### config.mk
export PLATFORM = sky130hd
export DESIGN_NAME = tcp_pseudo_header_checksum_flat
export DESIGN_NICKNAME = d
export VERILOG_FILES = /design/src/design/tcphc_pkg.sv /design/src/design/tcphc_if.sv /design/src/design/tcphc_front.sv /design/src/design/tcphc_fifo.sv /design/src/design/tcphc_back.sv /design/src/design/tcp_pseudo_header_checksum.sv /design/src/flat_wrapper.sv
export SDC_FILE = /design/constraint.sdc
export NUM_CORES = 2
export LEC_CHECK = 0
export BUFFER_PORTS_ARGS = -buffer_cell sky130_fd_sc_hd__buf_4
export CORE_ASPECT_RATIO = 1.2
export CORE_MARGIN = 2
export CORE_UTILIZATION = 45
export CTS_CLUSTER_SIZE = 10
export DETAILED_ROUTE_END_ITERATION = 10
export PLACE_DENSITY_LB_ADDON = 0.2
export SETUP_SLACK_MARGIN = 0.4
export SLEW_MARGIN = 30
export SYNTH_ARGS = -nofsm -noshare
export SYNTH_HDL_FRONTEND = slang
export SYNTH_HIERARCHICAL = 1
export SYNTH_SLANG_ARGS = --single-unit
### constraint.sdc
create_clock -name clk_i -period 11.8 [get_ports clk_i]
set_input_delay 2.36 -clock clk_i [delete_from_list [all_inputs] [get_ports clk_i]]
set_output_delay 2.36 -clock clk_i [all_outputs]
set_load 0.05 [all_outputs]
### src/design/tcphc_pkg.sv
`timescale 1ns / 1ps
// Shared types, constants and the end-around-carry adder of the TCP checksum block.
// Used by tcphc_front, tcphc_back, tcp_pseudo_header_checksum and tcphc_checker; depends on nothing.
package tcphc_pkg;

  localparam int WordBits = 16;
  localparam int LengthBitsDefault = 16;
  localparam int ChecksumWordIndexDefault = 8;
  localparam int CfgIdxBits = 3;
  localparam int CfgDataBits = 64;
  localparam logic [WordBits-1:0] ProtoTcp = 16'd6;

  typedef enum logic [CfgIdxBits-1:0] {
    CfgIpVersionSix = 3'd0,
    CfgSrcHigh      = 3'd1,
    CfgSrcLow       = 3'd2,
    CfgDstHigh      = 3'd3,
    CfgDstLow       = 3'd4
  } cfg_idx_e;

  typedef struct packed {
    logic                   v6;
    logic [CfgDataBits-1:0] src_hi;
    logic [CfgDataBits-1:0] src_lo;
    logic [CfgDataBits-1:0] dst_hi;
    logic [CfgDataBits-1:0] dst_lo;
  } cfg_t;

  function automatic logic [WordBits-1:0] oc_add(input logic [WordBits-1:0] a,
                                                 input logic [WordBits-1:0] b);
    logic [WordBits:0] s;
    s = {1'b0, a} + {1'b0, b};
    return s[WordBits-1:0] + WordBits'(s[WordBits]);
  endfunction

endpackage

### src/design/tcphc_if.sv
`timescale 1ns / 1ps
// Valid/ready channel interfaces for segment bytes and checksum results.
// Depends on nothing.
interface tcphc_seg_if;
  logic       valid;
  logic       ready;
  logic [7:0] segment_byte;
  logic       last_byte;

  modport source (output valid, output segment_byte, output last_byte, input ready);
  modport sink (input valid, input segment_byte, input last_byte, output ready);
endinterface

interface tcphc_res_if;
  logic        valid;
  logic        ready;
  logic [15:0] ones_sum;
  logic [15:0] checksum_value;
  logic [15:0] segment_length;
  logic        length_overflow;

  modport source (output valid, output ones_sum, output checksum_value,
                  output segment_length, output length_overflow, input ready);
  modport sink (input valid, input ones_sum, input checksum_value,
                input segment_length, input length_overflow, output ready);
endinterface

### src/design/tcphc_front.sv
`timescale 1ns / 1ps
// Front end: takes segment bytes, pairs them into words and keeps the running sum.
// Depends on tcphc_pkg and tcphc_seg_if.
module tcphc_front #(
  parameter int LENGTH_BITS = tcphc_pkg::LengthBitsDefault,
  parameter int CHECKSUM_WORD_INDEX = tcphc_pkg::ChecksumWordIndexDefault
) (
  input  logic                                     clk_i,
  input  logic                                     rst_ni,
  tcphc_seg_if.sink                                seg,
  input  logic                                     q_full_i,
  output logic                                     push_o,
  output logic [tcphc_pkg::WordBits+LENGTH_BITS:0] push_data_o
);

  logic [15:0]            sum_q, sum_d, sum_new;
  logic [LENGTH_BITS-1:0] count_q, count_d, count_new;
  logic [7:0]             held_q, held_d;
  logic                   odd_q, odd_d;
  logic                   ovf_q, ovf_d, ovf_new;
  logic                   accept, sat, skip, add_en;
  logic [15:0]            word;

  assign seg.ready = ~q_full_i;
  assign accept = seg.valid & seg.ready;

  assign sat = (count_q == {LENGTH_BITS{1'b1}});
  assign skip = ~sat && (count_q[LENGTH_BITS-1:1] ==
                         (LENGTH_BITS-1)'(CHECKSUM_WORD_INDEX));
  assign word = odd_q ? {held_q, seg.segment_byte} : {seg.segment_byte, 8'h00};
  assign add_en = (odd_q | seg.last_byte) & ~skip;
  assign sum_new = add_en ? tcphc_pkg::oc_add(sum_q, word) : sum_q;
  assign count_new = sat ? count_q : count_q + LENGTH_BITS'(1);
  assign ovf_new = ovf_q | sat;

  assign push_o = accept & seg.last_byte;
  assign push_data_o = {sum_new, count_new, ovf_new};

  always_comb begin
    sum_d = sum_q;
    count_d = count_q;
    held_d = held_q;
    odd_d = odd_q;
    ovf_d = ovf_q;
    if (accept) begin
      if (seg.last_byte) begin
        sum_d = '0;
        count_d = '0;
        held_d = '0;
        odd_d = 1'b0;
        ovf_d = 1'b0;
      end else begin
        sum_d = sum_new;
        count_d = count_new;
        ovf_d = ovf_new;
        odd_d = ~odd_q;
        held_d = odd_q ? held_q : seg.segment_byte;
      end
    end
  end

  always_ff @(posedge clk_i or negedge rst_ni) begin
    if (!rst_ni) begin
      sum_q <= '0;
      count_q <= '0;
      held_q <= '0;
      odd_q <= 1'b0;
      ovf_q <= 1'b0;
    end else begin
      sum_q <= sum_d;
      count_q <= count_d;
      held_q <= held_d;
      odd_q <= odd_d;
      ovf_q <= ovf_d;
    end
  end

endmodule

### src/design/tcphc_fifo.sv
`timescale 1ns / 1ps
// Two-entry queue that carries finished segment sums from the front to the back end.
// Depends on nothing.
module tcphc_fifo #(
  parameter int DATA_BITS = 33
) (
  input  logic                 clk_i,
  input  logic                 rst_ni,
  input  logic                 push_i,
  input  logic [DATA_BITS-1:0] push_data_i,
  output logic                 full_o,
  input  logic                 pop_i,
  output logic                 valid_o,
  output logic [DATA_BITS-1:0] pop_data_o
);

  logic [DATA_BITS-1:0] mem_q [2];
  logic                 wr_ptr_q, rd_ptr_q;
  logic [1:0]           count_q;
  logic                 do_push, do_pop;

  assign full_o = (count_q == 2'd2);
  assign valid_o = (count_q != 2'd0);
  assign do_push = push_i & ~full_o;
  assign do_pop = pop_i & valid_o;
  assign pop_data_o = mem_q[rd_ptr_q];

  always_ff @(posedge clk_i) begin
    if (do_push) begin
      mem_q[wr_ptr_q] <= push_data_i;
    end
  end

  always_ff @(posedge clk_i or negedge rst_ni) begin
    if (!rst_ni) begin
      wr_ptr_q <= 1'b0;
      rd_ptr_q <= 1'b0;
      count_q <= 2'd0;
    end else begin
      if (do_push) begin
        wr_ptr_q <= ~wr_ptr_q;
      end
      if (do_pop) begin
        rd_ptr_q <= ~rd_ptr_q;
      end
      count_q <= count_q + 2'(do_push) - 2'(do_pop);
    end
  end

endmodule

### src/design/tcphc_back.sv
`timescale 1ns / 1ps
// Back end: adds the pseudo-header to a segment sum in a pipelined adder tree.
// Depends on tcphc_pkg and tcphc_res_if.
module tcphc_back #(
  parameter int LENGTH_BITS = tcphc_pkg::LengthBitsDefault
) (
  input  logic                                     clk_i,
  input  logic                                     rst_ni,
  input  tcphc_pkg::cfg_t                          cfg_i,
  input  logic                                     q_valid_i,
  input  logic [tcphc_pkg::WordBits+LENGTH_BITS:0] q_data_i,
  output logic                                     q_pop_o,
  tcphc_res_if.source                              res
);

  typedef struct packed {
    logic [15:0] len;
    logic        ovf;
  } side_t;

  localparam int Stages = 6;

  logic [15:0]            sum_in;
  logic [LENGTH_BITS-1:0] len_in;
  logic [31:0]            len_wide;
  logic                   ovf_in;

  logic [15:0] w0 [20];
  logic [15:0] l1_d [10];
  logic [15:0] l2_d [5];
  logic [15:0] l3_d [3];
  logic [15:0] l4_d [2];
  logic [15:0] l5_d;

  logic [15:0] lvl0_q [20];
  logic [15:0] lvl1_q [10];
  logic [15:0] lvl2_q [5];
  logic [15:0] lvl3_q [3];
  logic [15:0] lvl4_q [2];
  logic [15:0] lvl5_q;

  side_t             side_q [Stages];
  logic [Stages-1:0] valid_q;
  logic [Stages-1:0] rdy;

  assign sum_in = q_data_i[tcphc_pkg::WordBits+LENGTH_BITS -: 16];
  assign len_in = q_data_i[LENGTH_BITS:1];
  assign ovf_in = q_data_i[0];
  assign len_wide = 32'(len_in);

  always_comb begin
    for (int i = 0; i < 20; i++) begin
      w0[i] = '0;
    end
    w0[0] = sum_in;
    w0[18] = len_wide[15:0];
    w0[19] = tcphc_pkg::ProtoTcp;
    if (cfg_i.v6) begin
      for (int k = 0; k < 4; k++) begin
        w0[1+k] = cfg_i.src_hi[63-16*k -: 16];
        w0[5+k] = cfg_i.src_lo[63-16*k -: 16];
        w0[9+k] = cfg_i.dst_hi[63-16*k -: 16];
        w0[13+k] = cfg_i.dst_lo[63-16*k -: 16];
      end
      w0[17] = len_wide[31:16];
    end else begin
      w0[1] = cfg_i.src_lo[31:16];
      w0[2] = cfg_i.src_lo[15:0];
      w0[3] = cfg_i.dst_lo[31:16];
      w0[4] = cfg_i.dst_lo[15:0];
    end
  end

  always_comb begin
    for (int i = 0; i < 10; i++) begin
      l1_d[i] = tcphc_pkg::oc_add(lvl0_q[2*i], lvl0_q[2*i+1]);
    end
    for (int i = 0; i < 5; i++) begin
      l2_d[i] = tcphc_pkg::oc_add(lvl1_q[2*i], lvl1_q[2*i+1]);
    end
    l3_d[0] = tcphc_pkg::oc_add(lvl2_q[0], lvl2_q[1]);
    l3_d[1] = tcphc_pkg::oc_add(lvl2_q[2], lvl2_q[3]);
    l3_d[2] = lvl2_q[4];
    l4_d[0] = tcphc_pkg::oc_add(lvl3_q[0], lvl3_q[1]);
    l4_d[1] = lvl3_q[2];
    l5_d = tcphc_pkg::oc_add(lvl4_q[0], lvl4_q[1]);
  end

  always_comb begin
    rdy[Stages-1] = ~valid_q[Stages-1] | res.ready;
    for (int k = Stages - 2; k >= 0; k--) begin
      rdy[k] = ~valid_q[k] | rdy[k+1];
    end
  end

  assign q_pop_o = rdy[0] & q_valid_i;

  always_ff @(posedge clk_i or negedge rst_ni) begin
    if (!rst_ni) begin
      valid_q <= '0;
    end else begin
      if (rdy[0]) begin
        valid_q[0] <= q_valid_i;
      end
      for (int k = 1; k < Stages; k++) begin
        if (rdy[k]) begin
          valid_q[k] <= valid_q[k-1];
        end
      end
    end
  end

  always_ff @(posedge clk_i) begin
    if (q_pop_o) begin
      lvl0_q <= w0;
      side_q[0] <= '{len: len_in[15:0], ovf: ovf_in};
    end
    if (rdy[1] && valid_q[0]) begin
      lvl1_q <= l1_d;
      side_q[1] <= side_q[0];
    end
    if (rdy[2] && valid_q[1]) begin
      lvl2_q <= l2_d;
      side_q[2] <= side_q[1];
    end
    if (rdy[3] && valid_q[2]) begin
      lvl3_q <= l3_d;
      side_q[3] <= side_q[2];
    end
    if (rdy[4] && valid_q[3]) begin
      lvl4_q <= l4_d;
      side_q[4] <= side_q[3];
    end
    if (rdy[5] && valid_q[4]) begin
      lvl5_q <= l5_d;
      side_q[5] <= side_q[4];
    end
  end

  assign res.valid = valid_q[Stages-1];
  assign res.ones_sum = lvl5_q;
  assign res.checksum_value = ~lvl5_q;
  assign res.segment_length = side_q[Stages-1].len;
  assign res.length_overflow = side_q[Stages-1].ovf;

endmodule

### src/design/tcp_pseudo_header_checksum.sv
`timescale 1ns / 1ps
// TCP checksum with IPv4/IPv6 pseudo-header: ties together configuration, front end,
// queue and back end. Depends on tcphc_pkg, tcphc_if, tcphc_front, tcphc_fifo, tcphc_back.
//
// The block takes one segment byte per clock cycle while the queue has room, with
// no gaps between segments; that rate is set by the single end-around-carry add in
// the front end. The pseudo-header is folded in by a five-level adder tree, and a
// result is held until taken while new bytes keep flowing into a two-entry queue.
// Input stalls only when that queue is full. Configuration reads live, so write it
// only while no segment is in progress and every result has been taken.
module tcp_pseudo_header_checksum #(
  parameter int LENGTH_BITS = tcphc_pkg::LengthBitsDefault,
  parameter int CHECKSUM_WORD_INDEX = tcphc_pkg::ChecksumWordIndexDefault
) (
  input  logic                              clk_i,
  input  logic                              rst_ni,
  input  logic                              cfg_we_i,
  input  logic [tcphc_pkg::CfgIdxBits-1:0]  cfg_idx_i,
  input  logic [tcphc_pkg::CfgDataBits-1:0] cfg_wdata_i,
  tcphc_seg_if.sink                         seg_i,
  tcphc_res_if.source                       res_o
);

  localparam int EntryBits = tcphc_pkg::WordBits + LENGTH_BITS + 1;

  tcphc_pkg::cfg_t      cfg_q;
  logic                 push, q_full, q_pop, q_valid;
  logic [EntryBits-1:0] push_data, q_data;

  always_ff @(posedge clk_i or negedge rst_ni) begin
    if (!rst_ni) begin
      cfg_q <= '0;
    end else if (cfg_we_i) begin
      unique case (cfg_idx_i)
        tcphc_pkg::CfgIpVersionSix: cfg_q.v6 <= cfg_wdata_i[0];
        tcphc_pkg::CfgSrcHigh:      cfg_q.src_hi <= cfg_wdata_i;
        tcphc_pkg::CfgSrcLow:       cfg_q.src_lo <= cfg_wdata_i;
        tcphc_pkg::CfgDstHigh:      cfg_q.dst_hi <= cfg_wdata_i;
        tcphc_pkg::CfgDstLow:       cfg_q.dst_lo <= cfg_wdata_i;
        default: begin
        end
      endcase
    end
  end

  tcphc_front #(
    .LENGTH_BITS(LENGTH_BITS),
    .CHECKSUM_WORD_INDEX(CHECKSUM_WORD_INDEX)
  ) u_front (
    .clk_i(clk_i),
    .rst_ni(rst_ni),
    .seg(seg_i),
    .q_full_i(q_full),
    .push_o(push),
    .push_data_o(push_data)
  );

  tcphc_fifo #(
    .DATA_BITS(EntryBits)
  ) u_fifo (
    .clk_i(clk_i),
    .rst_ni(rst_ni),
    .push_i(push),
    .push_data_i(push_data),
    .full_o(q_full),
    .pop_i(q_pop),
    .valid_o(q_valid),
    .pop_data_o(q_data)
  );

  tcphc_back #(
    .LENGTH_BITS(LENGTH_BITS)
  ) u_back (
    .clk_i(clk_i),
    .rst_ni(rst_ni),
    .cfg_i(cfg_q),
    .q_valid_i(q_valid),
    .q_data_i(q_data),
    .q_pop_o(q_pop),
    .res(res_o)
  );

endmodule

### src/flat_wrapper.sv
// flat-port wrapper written by rule: the top's interface ports become plain ports
module tcp_pseudo_header_checksum_flat 
#(
  parameter int LENGTH_BITS = tcphc_pkg::LengthBitsDefault,
  parameter int CHECKSUM_WORD_INDEX = tcphc_pkg::ChecksumWordIndexDefault
)
  (clk_i, rst_ni, cfg_we_i, cfg_idx_i, cfg_wdata_i, seg_i_valid, seg_i_segment_byte, seg_i_last_byte, seg_i_ready, res_o_valid, res_o_ones_sum, res_o_checksum_value, res_o_segment_length, res_o_length_overflow, res_o_ready);
  tcphc_seg_if seg_i_i ();
  tcphc_res_if res_o_i ();
  input  logic clk_i;
  input  logic rst_ni;
  input  logic cfg_we_i;
  input  logic [tcphc_pkg::CfgIdxBits-1:0] cfg_idx_i;
  input  logic [tcphc_pkg::CfgDataBits-1:0] cfg_wdata_i;
  input wire logic [$bits(seg_i_i.valid)-1:0] seg_i_valid;
  input wire logic [$bits(seg_i_i.segment_byte)-1:0] seg_i_segment_byte;
  input wire logic [$bits(seg_i_i.last_byte)-1:0] seg_i_last_byte;
  output wire logic [$bits(seg_i_i.ready)-1:0] seg_i_ready;
  output wire logic [$bits(res_o_i.valid)-1:0] res_o_valid;
  output wire logic [$bits(res_o_i.ones_sum)-1:0] res_o_ones_sum;
  output wire logic [$bits(res_o_i.checksum_value)-1:0] res_o_checksum_value;
  output wire logic [$bits(res_o_i.segment_length)-1:0] res_o_segment_length;
  output wire logic [$bits(res_o_i.length_overflow)-1:0] res_o_length_overflow;
  input wire logic [$bits(res_o_i.ready)-1:0] res_o_ready;
  assign seg_i_i.valid = seg_i_valid;
  assign seg_i_i.segment_byte = seg_i_segment_byte;
  assign seg_i_i.last_byte = seg_i_last_byte;
  assign seg_i_ready = seg_i_i.ready;
  assign res_o_valid = res_o_i.valid;
  assign res_o_ones_sum = res_o_i.ones_sum;
  assign res_o_checksum_value = res_o_i.checksum_value;
  assign res_o_segment_length = res_o_i.segment_length;
  assign res_o_length_overflow = res_o_i.length_overflow;
  assign res_o_i.ready = res_o_ready;
  tcp_pseudo_header_checksum #(.LENGTH_BITS(LENGTH_BITS), .CHECKSUM_WORD_INDEX(CHECKSUM_WORD_INDEX)) u_core (.clk_i(clk_i), .rst_ni(rst_ni), .cfg_we_i(cfg_we_i), .cfg_idx_i(cfg_idx_i), .cfg_wdata_i(cfg_wdata_i), .seg_i(seg_i_i), .res_o(res_o_i));
endmodule
Yosys cells after proc, flatten, opt, wreduce, memory -nomap -nowiden

Memory sizes are Yosys's and may differ from the RTL's.
Cells that the tools add are included.

Eq/ne operators: 8
Mux-type cells: 24
$add $sub $neg: 43
Bitwise logic cells: 27
Reductions and logical operators: 14

Operator list:

| cell                                                              | number |
|---|---|
| 16-bit by 16-bit adder with 17-bit output                         | 19 |
| 16-bit by 1-bit adder with 16-bit output                          | 20 |
| 16-bit 2-to-1 mux                                                 | 5 |
| 64-bit 2-to-1 mux                                                 | 1 |
| 16-bit by 3-bit adder with 17-bit output (second input constant)  | 1 |
| 16-bit by 1-bit adder with 16-bit output (second input constant)  | 1 |
| 16-bit == test (second input constant)                            | 1 |
| 1-bit 2-to-1 mux                                                  | 16 |
| 8-bit 2-to-1 mux                                                  | 2 |
| 16-bit inverter                                                   | 1 |
| 15-bit by 4-bit == test with 1-bit output (second input constant) | 1 |
| 1-bit inverter                                                    | 12 |
| 2-bit AND reduction                                               | 6 |
| 1-bit OR                                                          | 8 |
| 1-bit AND                                                         | 6 |
| 3-bit by 2-bit == test with 1-bit output (second input constant)  | 2 |
| 1-bit logical AND                                                 | 6 |
| 3-bit by 1-bit == test with 1-bit output (second input constant)  | 1 |
| 3-bit == test (second input constant)                             | 1 |
| 3-bit logical NOT                                                 | 1 |
| 2-bit by 1-bit adder with 2-bit output                            | 1 |
| 2-bit == test (second input constant)                             | 1 |
| 2-bit inequality test (second input constant)                     | 1 |
| 2-bit nonzero test                                                | 1 |
| 2-bit by 1-bit subtractor with 2-bit output                       | 1 |

Bits of input ports: 81
Output and inout port bits: 51
RAM bits: 168
Logic and storage cells: 177
Memories kept: 2
Register bits: 949

Memory list:

| memory               | depth | bits a word | read ports | clocked after memory_dff | wr ports | RTL line         | text |
|---|---|---|---|---|---|---|---|
| u_core.u_back.side_q | 6     | 17          | 6          | 0                        | 6        | tcphc_back.sv:42 | `side_t side_q [Stages];` |
| u_core.u_fifo.mem_q  | 2     | 33          | 1          | 0                        | 1        | tcphc_fifo.sv:17 | `logic [DATA_BITS-1:0] mem_q [2];` |

Depth between registers and ports, before layout

Depth in word-level cells: 10
Mapped depth: 20
Mapped depth without buffers: 19

Modules after synthesis

Netlist, hierarchy kept.

Modules (own cells, without submodules):

| module                     | seq. area each (um2) | times used | area each (um2) | cells an instance |
|---|---|---|---|---|
| tcphc_back                 | 21470.6              | 1          | 40986.8         | 3389 |
| tcp_pseudo_header_checksum | 6431.2               | 1          | 10417.5         | 547 |
| tcphc_front                | 1051.0               | 1          | 3517.1          | 416 |
| tcphc_fifo                 | 2082.0               | 1          | 2710.1          | 121 |

Worst setup path after synthesis

OpenSTA, ideal clock, no wires.

Path type: input to register
Start: input port res_o_ready
End: register u_core.u_fifo.count_q[1]
Buffers on the path: 0
Path slack: 829 ps
Arrival time: 10891 ps
Library setup time: 80 ps
Stages: 11
Required time: 11720 ps
Cell sequence: nor2b_1 > nand3_1 > nor2_1 > nand3_1 > and2_1 > and2_4 > ha_1 > inv_1 > ha_1 > xnor2_1 > xnor2_1

Longest elaborated chain between the ends: 9

Ends and longest elaborated chain:

| what                                        | RTL line                         | text |
|---|---|---|
| from (decl)                                 | flat_wrapper.sv:24               | `input wire logic [$bits(res_o_i.ready)-1:0] res_o_ready;` |
| 1-bit OR                                    | tcphc_back.sv:90                 | `rdy[Stages-1] = ~valid_q[Stages-1] \| res.ready;` |
| 1-bit OR (5 in series)                      | tcphc_back.sv:92                 | `rdy[k] = ~valid_q[k] \| rdy[k+1];` |
| 1-bit AND                                   | tcphc_back.sv:96                 | `assign q_pop_o = rdy[0] & q_valid_i;` |
| net u_core.q_pop                            | tcp_pseudo_header_checksum.sv:27 | `logic push, q_full, q_pop, q_valid;` |
| 1-bit AND                                   | tcphc_fifo.sv:25                 | `assign do_pop = pop_i & valid_o;` |
| net u_core.u_fifo.do_pop                    | tcphc_fifo.sv:20                 | `logic do_push, do_pop;` |
| 2-bit by 1-bit subtractor with 2-bit output | tcphc_fifo.sv:46                 | `count_q <= count_q + 2'(do_push) - 2'(do_pop);` |
| to (signal assigned)                        | tcphc_fifo.sv:46                 |  |
| to (decl)                                   | tcphc_fifo.sv:19                 | `logic [1:0] count_q;` |

The timed path passes the listed nets, and every way through them passes these cells.
A chain may end at the register's enable or synchronous reset.

Final worst setup path

Start: input port seg_i_segment_byte[0]
End: memory u_core.u_fifo.mem_q[0][32] (data pin)

Longest elaborated chain between the ends: 4

Ends and longest elaborated chain:

| what                                      | RTL line                         | text |
|---|---|---|
| from (decl)                               | flat_wrapper.sv:16               | `input wire logic [$bits(seg_i_i.segment_byte)-1:0] seg_i_segment_byte;` |
| 16-bit 2-to-1 mux                         | tcphc_front.sv:30                | `assign word = odd_q ? {held_q, seg.segment_byte} : {seg.segment_byte, 8'h00};` |
| 16-bit by 16-bit adder with 17-bit output | tcphc_pkg.sv:32                  | `s = {1'b0, a} + {1'b0, b};` |
| 16-bit by 1-bit adder with 16-bit output  | tcphc_pkg.sv:33                  | `return s[WordBits-1:0] + WordBits'(s[WordBits]);` |
| 16-bit 2-to-1 mux                         | tcphc_front.sv:32                | `assign sum_new = add_en ? tcphc_pkg::oc_add(sum_q, word) : sum_q;` |
| net u_core.push_data[32]                  | tcp_pseudo_header_checksum.sv:28 | `logic [EntryBits-1:0] push_data, q_data;` |
| to (decl)                                 | tcphc_fifo.sv:17                 |  |

The timed path passes the listed nets, and every way through them passes these cells.

==> impl_metrics.env <==
export IMPL_synth_seq_cells=1085
export IMPL_ant_nets=0
export IMPL_synthesis_area_um2=57600
export IMPL_post_route_min_period_ns=5.47
export IMPL_path_clk_slew_ns=0.05
export IMPL_numCtsBuffers=131
export IMPL_dp_final_hpwl_um=97600
export IMPL_outcome="complete, no violations"
export IMPL_layout_commonest_cell="edfxtp_1"
export IMPL_rrSetupSlack_ns=7.02
export IMPL_tightest_slew_ns=0.966
export IMPL_gr_total_overflow=0
export IMPL_die_w_um=331
export IMPL_cts_setup_buffers=0
export IMPL_clock_tree_buffer_depth=3
export IMPL_rows=143
export IMPL_fill_cells=10953
export IMPL_wirelength_um=132000
export IMPL_die_area_um2=131000
export IMPL_vias=34522
export IMPL_met3_usage_pct=3.61
export IMPL_setup_worst_path_start="seg_i_segment_byte[0]"
export IMPL_grt_pass1_vias=33750
export IMPL_required_ns=12.28
export IMPL_min_to="u_core/u_back/l4_d[10]$_DFFE_PP_"
export IMPL_multiInputGateArea_um2=25500
export IMPL_ff_latch_area_um2=31000
export IMPL_grt_pass1_wl_um=200000
export IMPL_top_usage_layer="met2"
export IMPL_start_util_pct=45.4
export IMPL_rr_startpoint="u_core/u_front/odd_q$_DFFE_PN0P_"
export IMPL_cts_hold_buf=0
export IMPL_holdPathStages=0
export IMPL_numPortBuffers=131
export IMPL_clk_latency_ns=0.76
export IMPL_synth_warnings=6
export IMPL_drt_iter0_drc=2441
export IMPL_avgSynthCellArea_um2=12.9
export IMPL_hold_path_startpoint="u_core/u_back/l3_d[10]$_DFFE_PP_"
export IMPL_synthArstFlopShare_pct=28.5
export IMPL_cp_depth=18
export IMPL_met2_usage_pct=32.5
export IMPL_setup_viol=0
export IMPL_skew_ns=0.0224
export IMPL_r2r_end="u_core/u_fifo/mem_q[0][32]$_DFFE_PP_"
export IMPL_crit_fanout=4
export IMPL_grt_usage_pct=20.2
export IMPL_cpPeakStageDelay_ns=0.41
export IMPL_hold_viol=0
export IMPL_holdCritPathClass="reg -> reg"
export IMPL_setup_tns_final_ns=0
export IMPL_critPathLaunchType="input pin"
export IMPL_arrival_ns=5.95
export IMPL_synth_fp_nets=4905
export IMPL_crit_type="in -> reg"
export IMPL_rsz0062_at_grt="no"
export IMPL_io_pins=132
export IMPL_relSlewSlack_pct=35.1
export IMPL_synthCells=4473
export IMPL_wire_per_inst_um=20.5
export IMPL_crit_family="simple AND/OR/NAND/NOR gates"
export IMPL_r2r_cells=17
export IMPL_clock_sinks=1085
export IMPL_ys_types=111
export IMPL_period_share_pct=46.4
export IMPL_area_delta_synth_final_pct=11.4
export IMPL_synth_edf_count=776
export IMPL_core_um2=127000
export IMPL_viasPerCell=5.39
export IMPL_hold_ws_ns=0.414
export IMPL_slew_violations=0
export IMPL_final_nets=5081
export IMPL_grt_max_degree=158
export IMPL_cap_viol_max_count=0
export IMPL_grtUsageMet1_pct=27.0
export IMPL_dieHeight_um=396
export IMPL_slowest_stage="nor3_1"
export IMPL_synth_flop_cell="edfxtp_1"
export IMPL_drc=0
export IMPL_cts_resized=0
export IMPL_drive_gt1_share_pct=16.3
export IMPL_fmax_ghz=0.183
export IMPL_crit_buf_inv=1
export IMPL_cts_max_level=4
export IMPL_yosysSeqAreaShare_pct=53.9
export IMPL_place_congestion=0.866
export IMPL_setup_worst_path_end_class="flip-flop"
export IMPL_layout_common_cells="edfxtp_1 (776), ha_1 (333), xnor2_1 (308)"
export IMPL_drt_pass1_iterations=5
export IMPL_cpMostUsedCell="a21o_1"
export IMPL_antenna_found_initial=9
export IMPL_cts_tree="done"
export IMPL_clockRootBuffer="clkbuf_16"
export IMPL_worstPathCellList="buf_4 > and2_1 > ha_1 > fa_1 > a21o_1 > nand4_1 > a211o_1 > a31oi_1 > a21o_1 > a21o_1 > ha_1 > nand3_1 > nor3_1 > and3_1 > nand4_1 > and4bb_1 > xnor2_1 > o21ai_1"
flip-flops by register name (all words and copies together) (netlist names), 6 cells and up:
name                        cells
u_core/cfg_q                  257
u_core/u_back/l3_d             16
u_core/u_back/l4_d             16
u_core/u_back/lvl0_q          287
u_core/u_back/lvl1_q          160
u_core/u_back/lvl2_q           64
u_core/u_back/lvl3_q           32
u_core/u_back/lvl4_q           32
u_core/u_back/res.ones_sum     16
u_core/u_back/side_q           87
u_core/u_back/valid_q           6
u_core/u_fifo/mem_q            66
u_core/u_front/count_q         16
u_core/u_front/held_q           8
u_core/u_front/sum_q           16
layer usage:
layer,vias up,share of wire (%)
li1,16904,-
met1,16721,45
met2,673,47
met3,218,4.4
met4,6,3.6
met5,-,0.028
stage by stage:
step | setup WS (ns) | util (%) | std cells | instance area [um2]
after global placement | 5.60 | 47.5 | 6182 | 60200
after global routing | 6.01 | 50.6 | 6408 | 64200
after CTS | 6.36 | 50.6 | 6407 | 64200
after detailed placement | 5.57 | 47.5 | 6182 | 60200
final | 6.33 | 50.6 | 6409 | 64200
after floorplan | 0.829 | - | 4473 | 57600
worst register-to-register path: cells and delay by family (launching register included):
family                   cells  cell delay (ns)
XOR/XNOR                     1             0.14
AO/OA/AOI/OAI                6             1.18
AND/OR/NAND/NOR              7             1.68
adder cells (fa/ha/maj)      3             0.63
flip-flops                   1             0.90
final cells by class:
type / instances / area share [%]
Timing Repair Buffer: 155 / 1.91
Multi-Input combinational cell: 3152 / 39.7
Clock buffer: 204 / 5.71
Antenna cell: 1 / 0.00390
Inverter: 124 / 0.725
Tap cell: 1667 / 3.25
Sequential cell: 1085 / 48.3
Clock inverter: 21 / 0.407
worst max path at each step:
| stage | to | slack (ns) |
|---|---|---|
| floorplan | u_core/u_fifo/count_q[1]$_DFF_PN0_ | 0.83 |
| global placement | u_core/u_fifo/mem_q[0][32]$_DFFE_PP_ | 5.60 |
| detailed placement | u_core/u_fifo/mem_q[1][32]$_DFFE_PP_ | 5.57 |
| CTS | u_core/u_fifo/mem_q[0][32]$_DFFE_PP_ | 6.36 |
| global route | u_core/u_fifo/mem_q[0][32]$_DFFE_PP_ | 6.01 |
| finish | u_core/u_fifo/mem_q[0][32]$_DFFE_PP_ | 6.33 |
logic make-up (layout without fill, tap and decap cells):
kind of cell               count (synthesis)  in the layout  synth area share (%)
DFF                                     1085           1085                  53.9
other                                      0              1                     0
adders and majority gates                351            351                  7.85
buffers and inverters                    236            504                  2.08
AOI/OAI and AO/OA                        797            797                  9.32
and+or+nand+nor                         1151           1151                  10.6
muxes                                    366            366                  8.51
xor gates and xnor gates                 487            487                  7.75
cell usage after synthesis, drive strengths merged, types with 39 or more instances:
cell	n	area (um2)
xor2	162	1420
a21o	91	684
nand2b	44	283
nor2b	39	244
ha	333	4170
dfrtp	309	7730
edfxtp	776	23300
nand3	101	516
and3	58	370
buf	51	500
mux2	364	4880
and2	221	1390
nor2	213	800
clkbuf	61	230
xnor2	314	2800
a211oi	39	318
o21a	48	360
nand2	226	848
nand4	57	363
a21oi	179	930
inv	124	465
nor3	81	420
o21ai	201	1010
Power is left out: the tool's default activity adds up to more than one toggle a clock period on the data nets, which glitch-free logic cannot reach.
